--- config.mk ---
export PLATFORM = sky130hd
export DESIGN_NAME = capture_pair_frequency_meter
export DESIGN_NICKNAME = d
export VERILOG_FILES = /design/src/design/cpfm_pkg.sv /design/src/design/capture_pair_frequency_meter.sv /design/src/design/cpfm_front.sv /design/src/design/cpfm_queue.sv /design/src/design/cpfm_back.sv
export SDC_FILE = /design/constraint.sdc
export NUM_CORES = 1
export LEC_CHECK = 0
export BUFFER_PORTS_ARGS = -buffer_cell sky130_fd_sc_hd__buf_4
export CORE_UTILIZATION = 55
export CTS_CLUSTER_SIZE = 14
export DETAILED_ROUTE_END_ITERATION = 8
export PLACE_DENSITY = 0.84
export SYNTH_ARGS = -nofsm -noshare
export SYNTH_HDL_FRONTEND = slang
export SYNTH_SLANG_ARGS = --single-unit
--- constraint.sdc ---
create_clock -name i_clk -period 5 [get_ports i_clk]
set_clock_uncertainty 0.1 [all_clocks]
set_input_delay 1 -clock i_clk [delete_from_list [all_inputs] [get_ports i_clk]]
set_output_delay 1 -clock i_clk [all_outputs]
set_load 0.01 [all_outputs]
--- src/design/cpfm_pkg.sv ---
// cpfm_pkg: shared widths, constants and types of the capture pair frequency meter
// used by every module of the block; no dependencies
`default_nettype none

package cpfm_pkg;

    // field and register widths
    localparam int TIMER_BITS = 16;
    localparam int FREQ_W     = 25;
    localparam int SHIFT_W    = 3;
    localparam int CFG_IDX_W  = 1;

    // register indexes
    localparam logic [CFG_IDX_W-1:0] REG_TICK_RATE  = 1'b0;
    localparam logic [CFG_IDX_W-1:0] REG_EDGE_SHIFT = 1'b1;

    // register reset values
    localparam logic [FREQ_W-1:0]  TICK_RATE_RST  = FREQ_W'(1000000);
    localparam logic [SHIFT_W-1:0] EDGE_SHIFT_RST = SHIFT_W'(4);

    // period queue between front and back
    localparam int Q_DEPTH = 2;
    localparam int Q_PTR_W = (Q_DEPTH > 1) ? $clog2(Q_DEPTH) : 1;
    localparam int Q_CNT_W = $clog2(Q_DEPTH + 1);

    // divider step counter
    localparam int DIV_CNT_W = $clog2(FREQ_W);

    // one measurement waiting for the divider
    typedef struct packed {
        logic [TIMER_BITS-1:0] period;
        logic [FREQ_W-1:0]     tick_rate;
    } t_meas;

endpackage

`default_nettype wire

--- src/design/capture_pair_frequency_meter.sv ---
// capture_pair_frequency_meter: top level, configuration registers, front, queue and divider
// depends on cpfm_pkg, cpfm_front, cpfm_queue, cpfm_back
`default_nettype none

// Reciprocal frequency meter fed with free-running timer captures. Capture words are taken in
// pairs: the first is stored and gives no result, the second yields one result word holding
// tick_rate_hz / ((second - first) mod 2^16 >> edge_shift), truncated, with status 1 and a
// frequency of 0 when that period is zero. The first capture of a pair is always taken; the
// second goes to a two-entry queue and is taken whenever that queue has room. The bit-serial
// divider sets the throughput: it loads a pair, forms the quotient bits in turn and hands the
// word to the output register, skipping the bits for a zero period. The result register frees
// the divider as soon as a word is loaded, so a stalled output holds back at most one word.
// Register writes take effect at once; for a pair the values in force at its second capture count.

module capture_pair_frequency_meter import cpfm_pkg::*; (
    input  wire logic                  i_clk,
    input  wire logic                  i_rst_n,
    input  wire logic                  i_cfg_we,
    input  wire logic [CFG_IDX_W-1:0]  i_cfg_index,
    input  wire logic [FREQ_W-1:0]     i_cfg_data,
    input  wire logic                  i_valid,
    output logic                       o_ready,
    input  wire logic [TIMER_BITS-1:0] i_capture_value,
    output logic                       o_valid,
    input  wire logic                  i_ready,
    output logic [FREQ_W-1:0]          o_frequency_hz,
    output logic                       o_status
);

    logic [FREQ_W-1:0]  r_tick_rate;
    logic [SHIFT_W-1:0] r_edge_shift;

    logic  push;
    logic  q_ready;
    logic  q_valid;
    logic  pop;
    t_meas push_data;
    t_meas pop_data;

    // configuration registers
    always_ff @(posedge i_clk) begin
        if (!i_rst_n) begin
            r_tick_rate  <= TICK_RATE_RST;
            r_edge_shift <= EDGE_SHIFT_RST;
        end else if (i_cfg_we) begin
            case (i_cfg_index)
                REG_TICK_RATE:  r_tick_rate  <= i_cfg_data;
                REG_EDGE_SHIFT: r_edge_shift <= i_cfg_data[SHIFT_W-1:0];
                default: begin
                end
            endcase
        end
    end

    // capture pairing
    cpfm_front u_front (
        .i_clk           (i_clk),
        .i_rst_n         (i_rst_n),
        .i_valid         (i_valid),
        .o_ready         (o_ready),
        .i_capture_value (i_capture_value),
        .i_tick_rate     (r_tick_rate),
        .i_edge_shift    (r_edge_shift),
        .o_push          (push),
        .o_meas          (push_data),
        .i_q_ready       (q_ready)
    );

    // decoupling queue
    cpfm_queue u_queue (
        .i_clk   (i_clk),
        .i_rst_n (i_rst_n),
        .i_push  (push),
        .i_data  (push_data),
        .o_ready (q_ready),
        .o_valid (q_valid),
        .i_pop   (pop),
        .o_data  (pop_data)
    );

    // division and result word
    cpfm_back u_back (
        .i_clk          (i_clk),
        .i_rst_n        (i_rst_n),
        .i_q_valid      (q_valid),
        .i_q_data       (pop_data),
        .o_pop          (pop),
        .o_valid        (o_valid),
        .i_ready        (i_ready),
        .o_frequency_hz (o_frequency_hz),
        .o_status       (o_status)
    );

    // checks
    a_no_overflow: assert property (@(posedge i_clk) disable iff (!i_rst_n)
        push |-> q_ready)
        else $error("period queue written while full");

    a_err_zero: assert property (@(posedge i_clk) disable iff (!i_rst_n)
        o_valid && o_status |-> o_frequency_hz == '0)
        else $error("zero period word carries a nonzero frequency");

    a_reset_quiet: assert property (@(posedge i_clk)
        !i_rst_n |=> !o_valid && !q_valid)
        else $error("result or queue valid right after reset");

    a_pop_only_valid: assert property (@(posedge i_clk) disable iff (!i_rst_n)
        pop |-> q_valid)
        else $error("divider took a word from an empty queue");

endmodule

`default_nettype wire

--- src/design/cpfm_front.sv ---
// cpfm_front: pairs incoming capture words and forms the period in ticks
// depends on cpfm_pkg
`default_nettype none

module cpfm_front import cpfm_pkg::*; (
    input  wire logic                  i_clk,
    input  wire logic                  i_rst_n,
    input  wire logic                  i_valid,
    output logic                       o_ready,
    input  wire logic [TIMER_BITS-1:0] i_capture_value,
    input  wire logic [FREQ_W-1:0]     i_tick_rate,
    input  wire logic [SHIFT_W-1:0]    i_edge_shift,
    output logic                       o_push,
    output t_meas                      o_meas,
    input  wire logic                  i_q_ready
);

    logic                  r_have_first;
    logic [TIMER_BITS-1:0] r_first;
    logic                  n_have_first;
    logic                  accept;
    logic [TIMER_BITS-1:0] diff;

    // a first capture is always taken; a second one needs queue space
    assign o_ready = !r_have_first || i_q_ready;
    assign accept  = i_valid && o_ready;
    assign o_push  = accept && r_have_first;

    // wrap-safe span over the edge group, then one period
    assign diff             = i_capture_value - r_first;
    assign o_meas.period    = diff >> i_edge_shift;
    assign o_meas.tick_rate = i_tick_rate;

    // pair tracking
    always_comb begin
        n_have_first = r_have_first;
        if (accept) begin
            n_have_first = !r_have_first;
        end
    end

    always_ff @(posedge i_clk) begin
        if (!i_rst_n) begin
            r_have_first <= 1'b0;
        end else begin
            r_have_first <= n_have_first;
        end
        if (accept && !r_have_first) begin
            r_first <= i_capture_value;
        end
    end

endmodule

`default_nettype wire

--- src/design/cpfm_queue.sv ---
// cpfm_queue: short first-in first-out queue of measurements
// depends on cpfm_pkg
`default_nettype none

module cpfm_queue import cpfm_pkg::*; (
    input  wire logic  i_clk,
    input  wire logic  i_rst_n,
    input  wire logic  i_push,
    input  t_meas      i_data,
    output logic       o_ready,
    output logic       o_valid,
    input  wire logic  i_pop,
    output t_meas      o_data
);

    t_meas              r_mem [Q_DEPTH];
    logic [Q_PTR_W-1:0] r_wr_ptr;
    logic [Q_PTR_W-1:0] r_rd_ptr;
    logic [Q_CNT_W-1:0] r_count;
    logic               do_push;
    logic               do_pop;

    assign o_ready = r_count != Q_CNT_W'(Q_DEPTH);
    assign o_valid = r_count != '0;
    assign o_data  = r_mem[r_rd_ptr];
    assign do_push = i_push && o_ready;
    assign do_pop  = i_pop && o_valid;

    // pointer and fill tracking
    always_ff @(posedge i_clk) begin
        if (!i_rst_n) begin
            r_wr_ptr <= '0;
            r_rd_ptr <= '0;
            r_count  <= '0;
        end else begin
            if (do_push) begin
                r_wr_ptr <= (r_wr_ptr == Q_PTR_W'(Q_DEPTH - 1)) ? '0 : r_wr_ptr + 1'b1;
            end
            if (do_pop) begin
                r_rd_ptr <= (r_rd_ptr == Q_PTR_W'(Q_DEPTH - 1)) ? '0 : r_rd_ptr + 1'b1;
            end
            if (do_push && !do_pop) begin
                r_count <= r_count + 1'b1;
            end else if (!do_push && do_pop) begin
                r_count <= r_count - 1'b1;
            end
        end
    end

    // storage
    always_ff @(posedge i_clk) begin
        if (do_push) begin
            r_mem[r_wr_ptr] <= i_data;
        end
    end

endmodule

`default_nettype wire

--- src/design/cpfm_back.sv ---
// cpfm_back: bit-serial restoring divider, tick rate over period, plus output word register
// depends on cpfm_pkg
`default_nettype none

module cpfm_back import cpfm_pkg::*; (
    input  wire logic               i_clk,
    input  wire logic               i_rst_n,
    input  wire logic               i_q_valid,
    input  t_meas                   i_q_data,
    output logic                    o_pop,
    output logic                    o_valid,
    input  wire logic               i_ready,
    output logic [FREQ_W-1:0]       o_frequency_hz,
    output logic                    o_status
);

    typedef enum logic [1:0] {
        S_IDLE,
        S_DIV,
        S_DONE
    } t_state;

    t_state                r_state;
    logic [TIMER_BITS:0]   r_rem;
    logic [FREQ_W-1:0]     r_quo;
    logic [TIMER_BITS-1:0] r_div;
    logic [DIV_CNT_W-1:0]  r_cnt;
    logic                  r_err;
    logic                  r_out_valid;
    logic [FREQ_W-1:0]     r_out_freq;
    logic                  r_out_status;

    logic [TIMER_BITS:0]   trial;
    logic                  fits;
    logic                  out_free;

    assign o_pop          = (r_state == S_IDLE) && i_q_valid;
    assign o_valid        = r_out_valid;
    assign o_frequency_hz = r_out_freq;
    assign o_status       = r_out_status;
    assign out_free       = !r_out_valid || i_ready;

    // one quotient bit per cycle
    assign trial = {r_rem[TIMER_BITS-1:0], r_quo[FREQ_W-1]};
    assign fits  = trial >= {1'b0, r_div};

    // divider sequencer and output register
    always_ff @(posedge i_clk) begin
        if (!i_rst_n) begin
            r_state     <= S_IDLE;
            r_out_valid <= 1'b0;
        end else begin
            // result word: loaded from the divider or emptied by the receiver
            if ((r_state == S_DONE) && out_free) begin
                r_out_valid  <= 1'b1;
                r_out_freq   <= r_quo;
                r_out_status <= r_err;
            end else if (r_out_valid && i_ready) begin
                r_out_valid <= 1'b0;
            end
            case (r_state)
                S_IDLE: begin
                    if (i_q_valid) begin
                        r_rem <= '0;
                        r_div <= i_q_data.period;
                        r_cnt <= '0;
                        if (i_q_data.period == '0) begin
                            r_quo   <= '0;
                            r_err   <= 1'b1;
                            r_state <= S_DONE;
                        end else begin
                            r_quo   <= i_q_data.tick_rate;
                            r_err   <= 1'b0;
                            r_state <= S_DIV;
                        end
                    end
                end
                S_DIV: begin
                    r_rem <= fits ? trial - {1'b0, r_div} : trial;
                    r_quo <= {r_quo[FREQ_W-2:0], fits};
                    r_cnt <= r_cnt + 1'b1;
                    if (r_cnt == DIV_CNT_W'(FREQ_W - 1)) begin
                        r_state <= S_DONE;
                    end
                end
                S_DONE: begin
                    if (out_free) begin
                        r_state <= S_IDLE;
                    end
                end
                default: begin
                    r_state <= S_IDLE;
                end
            endcase
        end
    end

endmodule

`default_nettype wire
# Yosys cells after proc, flatten, opt, wreduce, memory -nomap -nowiden
# Memory sizes are Yosys's and may differ from the RTL's. A register that Yosys moved wholly into a read port is not among the register bits.
# Index checks and enable logic that the tools add are counted.
# word_totals
n_memories,1
ff_bits,141
out_inout_bits,28
elab_cells,86
ramBits,82
inputBits,47
# classes
eq_ne,7
add_sub_neg,7
muxes,24
n_lt_le_gt_ge,1
n_bitwise,1
shift,1
reduce_logical,28
# mem_list
memory,words,word_bits,read_ports,rd_clocked_by_memory_dff,write_ports,line,rtl
u_queue.r_mem,2,41,1,1,1,cpfm_queue.sv:16,t_meas r_mem [Q_DEPTH];
# op_table
op,n
25-bit two-way mux,2
25-bit one-hot mux with 2 select lines,1
16-bit two-way mux,2
16-bit one-hot mux with 2 select lines,1
16-bit subtractor,2
17-bit by 16-bit greater-or-equal comparator with 1-bit output,1
16-bit zero test,1
16-bit by 3-bit >> shifter with 16-bit output,1
2-bit two-way mux,6
1-bit logical AND,10
5-bit one-hot mux with 2 select lines,1
1-bit two-way mux,9
3-bit AND reduction,3
2-bit nonzero test,4
2-bit by 1-bit inequality test with 1-bit output (second input constant),3
2-bit one-hot mux with 3 select lines,1
2-bit AND reduction,3
5-bit by 1-bit adder with 5-bit output (second input constant),1
5-bit == test (second input constant),1
5-bit two-way mux,1
1-bit zero test,4
1-bit adder (second input constant),2
2-bit by 1-bit adder with 2-bit output (second input constant),1
2-bit by 1-bit == test with 1-bit output (second input constant),1
other kinds (6),7

# Longest topological paths before layout
# logic_depth
word_depth,9
depth_mapped,12
ltp_nobuf,12

# By module
# From an unflattened synthesis, not the netlist that was laid out.
# hier_totals
hier_cells,899
area_unflattened_um2,10959.3
# modules_own_cells
module,instances,cells_each,seq_area_each_um2,area_per_inst_um2
cpfm_back,1,387,2732.6,4539.4
cpfm_queue,1,152,2562.5,3191.8
cpfm_front,1,239,500.5,2082.0
capture_pair_frequency_meter,1,121,560.5,1146.1

# Least setup slack after synthesis
# No wires, ideal clock.
# synth_path
path_type,input port to flip-flop
startpoint,in i_rst_n
endpoint,"reg u_back.r_cnt[0], enable pin"
cell_stages,3
slack_ns,1.194
t_required_ns,4.451
n_path_buf,1
setup_time_ns,0.449
arrival_time_ns,3.256
path_cell_list,clkbuf_1 -> nand2b_1 -> nor2_1
# synth_between
elab_chain_cells,1
# synth_rtl
element,line,rtl
"start, declared",capture_pair_frequency_meter.sv:17,"input wire logic i_rst_n,"
3-bit AND reduction (no source line),--,
"end signal, assigned",cpfm_back.sv:81,r_cnt <= r_cnt + 1'b1;
"end, declared",cpfm_back.sv:27,logic [DIV_CNT_W-1:0] r_cnt;
# No other way between the ends.
# A chain may end at the register's enable or synchronous reset.

==> flow_summary.json <==
{
  "status": "finished, final reports clean",
  "worstSetupPathType": "in -> reg",
  "maxCapViolCount": 0,
  "fin_nets": 1013,
  "cpMostUsedCell": "mux2i_1",
  "root_buffer": "clkbuf_16",
  "setup_viol": 0,
  "final_cell_mix": "edfxtp_1, nand2_1, buf_4",
  "grt_usage": 0.208,
  "avgRoutedWirePerCell_um": 17.0,
  "p_sw_mw": 1.86,
  "diodes": 0,
  "final.setup.worst_slack_ps": 1810,
  "cts_tree": "built",
  "n_fill_cell": 1391,
  "power.leakage_nw": 4.46,
  "detail_route.first_pass.iterations": 7,
  "start_util": 0.563,
  "slew_viol_final": 0,
  "grt_pass1_vias": 6598,
  "synth_top_family_by_area": "compound AO/OA/AOI/OAI gates",
  "clock_power_share": 0.262,
  "cp_data_required_time_ps": 5230,
  "max_stage_delay_ps": 410,
  "vias": 6770,
  "highest_layer": "met4",
  "postSynthCellCount": 863,
  "cp_cell_sequence": "buf_4 -> inv_1 -> ha_1 -> fa_1 -> nor2b_1 -> o31a_1 -> o31ai_2 -> a2111oi_2 -> a211oi_2 -> mux2i_1 -> mux2i_1 -> a21oi_1",
  "ys_warn_count": 0,
  "internal_power_mw": 3.98,
  "rsz0062_at_grt": "false",
  "yosys.area_share.simple": 0.107,
  "async_flop_share": 0,
  "cts_buffers": 23,
  "ys_seq_area_frac": 0.601,
  "synthMuxAreaShare": 0.0659,
  "tns_ps": 0,
  "place_ws_ps": 1350,
  "synth.area.top_cells": "edfxtp_1, dfxtp_1, mux2i_1",
  "clock_sink_count": 224,
  "crit_family": "compound AO/OA/AOI/OAI gates",
  "powerDensity_mw_per_mm2": 487,
  "final-hold-violation-count": 0,
  "swShare": 0.318,
  "mostFrequentLayoutCell": "edfxtp_1",
  "p_comb_frac": 0.292,
  "synth-edff-count": 187,
  "dieArea_mm2": 0.0198,
  "synth_compound_area_frac": 0.124,
  "core.rowCount": 50,
  "wirelength_um": 20000,
  "total_power_mw": 5.84,
  "max-slew-margin-rel": 0.204,
  "worst_ep_arrival_time_ps": 3420,
  "cp-startpoint": "i_capture_value[0]",
  "syn_area_mm2": 0.0106,
  "ys_types": 70,
  "die_x_um": 141,
  "cp-end-kind": "flop",
  "h-tree-depth": 1,
  "synthFlopType": "edfxtp_1",
  "drc": 0,
  "core_mm2": 0.0188,
  "start_kind": "input pin",
  "synth_fa_ha_area_frac": 0.0440,
  "post_cts_buffers": 0,
  "dieHeight_um": 141,
  "finalCriticalPeriod_ps": 3190,
  "synth_fp_nets": 946,
  "ctsLongestPathBuffers": 3,
  "avgSynthCellArea_um2": 12.2,
  "wl_met1_um": 8960,
  "worst_pin_slew_ps": 1190,
  "clkTransAtPathRegs_ps": 60,
  "postRouteAntennaNets": 0,
  "ir_worst_vdd_mv": 0.358,
  "timing.final.crit_share": 0.638,
  "cp_num_buf_inv": 2,
  "hold_buffers": 0,
  "ios": 75,
  "slowest_stage": "fa_1",
  "hold_class": "reg -> reg",
  "synth_xor_area_frac": 0.0232,
  "place_congestion": 0.883,
  "final_layout_size_suffix_gt1_frac": 0.169,
  "fmax_mhz": 313,
  "antenna_found_initial": 0,
  "area_growth_pct": 13.3,
  "cts_resized": 0,
  "overflow": 0,
  "grt_max_degree": 52,
  "worst-path-max-fanout": 6,
  "yosysTopAreaCell": "edfxtp_1",
  "hold_path.startpoint": "u_back.r_quo[21]",
  "dr_wl_met2_um": 9550,
  "drt-initial-drc-count": 525,
  "viasPerCell": 5.74,
  "wl_met3_um": 1020,
  "yosys_register_bits": 224,
  "grt_first_pass_wirelength_um": 33000,
  "detailed_place_hpwl_um": 13600,
  "pwr-share-seq": 0.446,
  "clock_latency_ps": 510,
  "yosys.area.top_type_share": 0.531,
  "reg2reg_from": "u_back.r_rem[10]",
  "port-buffer-count": 74
}
==> per-layer routing <==
metal | global-route usage | vias to the layer above
li1 | - | 3306
met1 | 0.287 | 3226
met2 | 0.339 | 195
met3 | 0.0357 | 43
met4 | 0.0635 | 0
met5 | 0 | -
==> synth_stat cells, drive strengths merged, types with 22 or more instances <==
cell and n:
ha 34, nand2 99, o31ai 31, dfxtp 37, a21oi 35, nor2 57
clkbuf 29, mux2i 46, edfxtp 187, inv 48, a21boi 22
==> layout make-up <==
type                    count  area [um2]  share of cell area
clock buffers              27         591              0.0493
flip-flops and latches    224        6360               0.531
multi-input cells         551        3870               0.323
repair buffers             82         616              0.0514
clock inverters            13        72.6             0.00606
inverters                  48         180              0.0150
well taps                 234         293              0.0244
==> cell families after synthesis <==
logic type,Yosys count
simple gates,243
flops,224
buf+inv,88
mux,66
xor+xnor,28
compound gates,178
fa+ha+maj,36
==> metrics by stage <==
stage	std cells	hold WS [ps]	util	instance area (um2)
5_1_grt	1179	355	0.638	12000
2_1_floorplan	863	300	-	10600
3_3_place_gp	1139	330	0.603	11300
6_report	1179	343	0.638	12000
4_1_cts	1179	344	0.638	12000
3_5_place_dp	1139	334	0.603	11300
==> power by group through the flow <==
stage | Clock, mW | Combinational, mW | Sequential (mW)
5_1_grt | 1.62 | 1.89 | 2.64
3_3_place_gp | 0 | 1.62 | 2.62
4_1_cts | 1.55 | 1.70 | 2.60
3_5_place_dp | 0 | 1.68 | 2.64
2_1_floorplan | 0 | 1.36 | 2.57
6_report | 1.53 | 1.70 | 2.60
==> state kept, by name, summed over array words and instances (netlist names), 3 cells and up, named ones only <==
signal                 flops
u_queue.r_mem             82
r_tick_rate               25
u_back.o_frequency_hz     25
u_back.r_quo              25
u_back.r_div              16
u_back.r_rem              16
u_front.r_first           16
u_back.r_cnt               5
r_edge_shift               3
==> worst paths after layout <==
kind,to,slack (ps),cells after the start
hold / removal,u_back.o_frequency_hz[21],340,0
hold reg to reg,u_back.o_frequency_hz[21],340,0
setup / recovery,u_queue.r_mem[1][36],1810,12
setup reg to reg,u_back.r_rem[1],1860,8
Power figures use the tool's default switching activity.
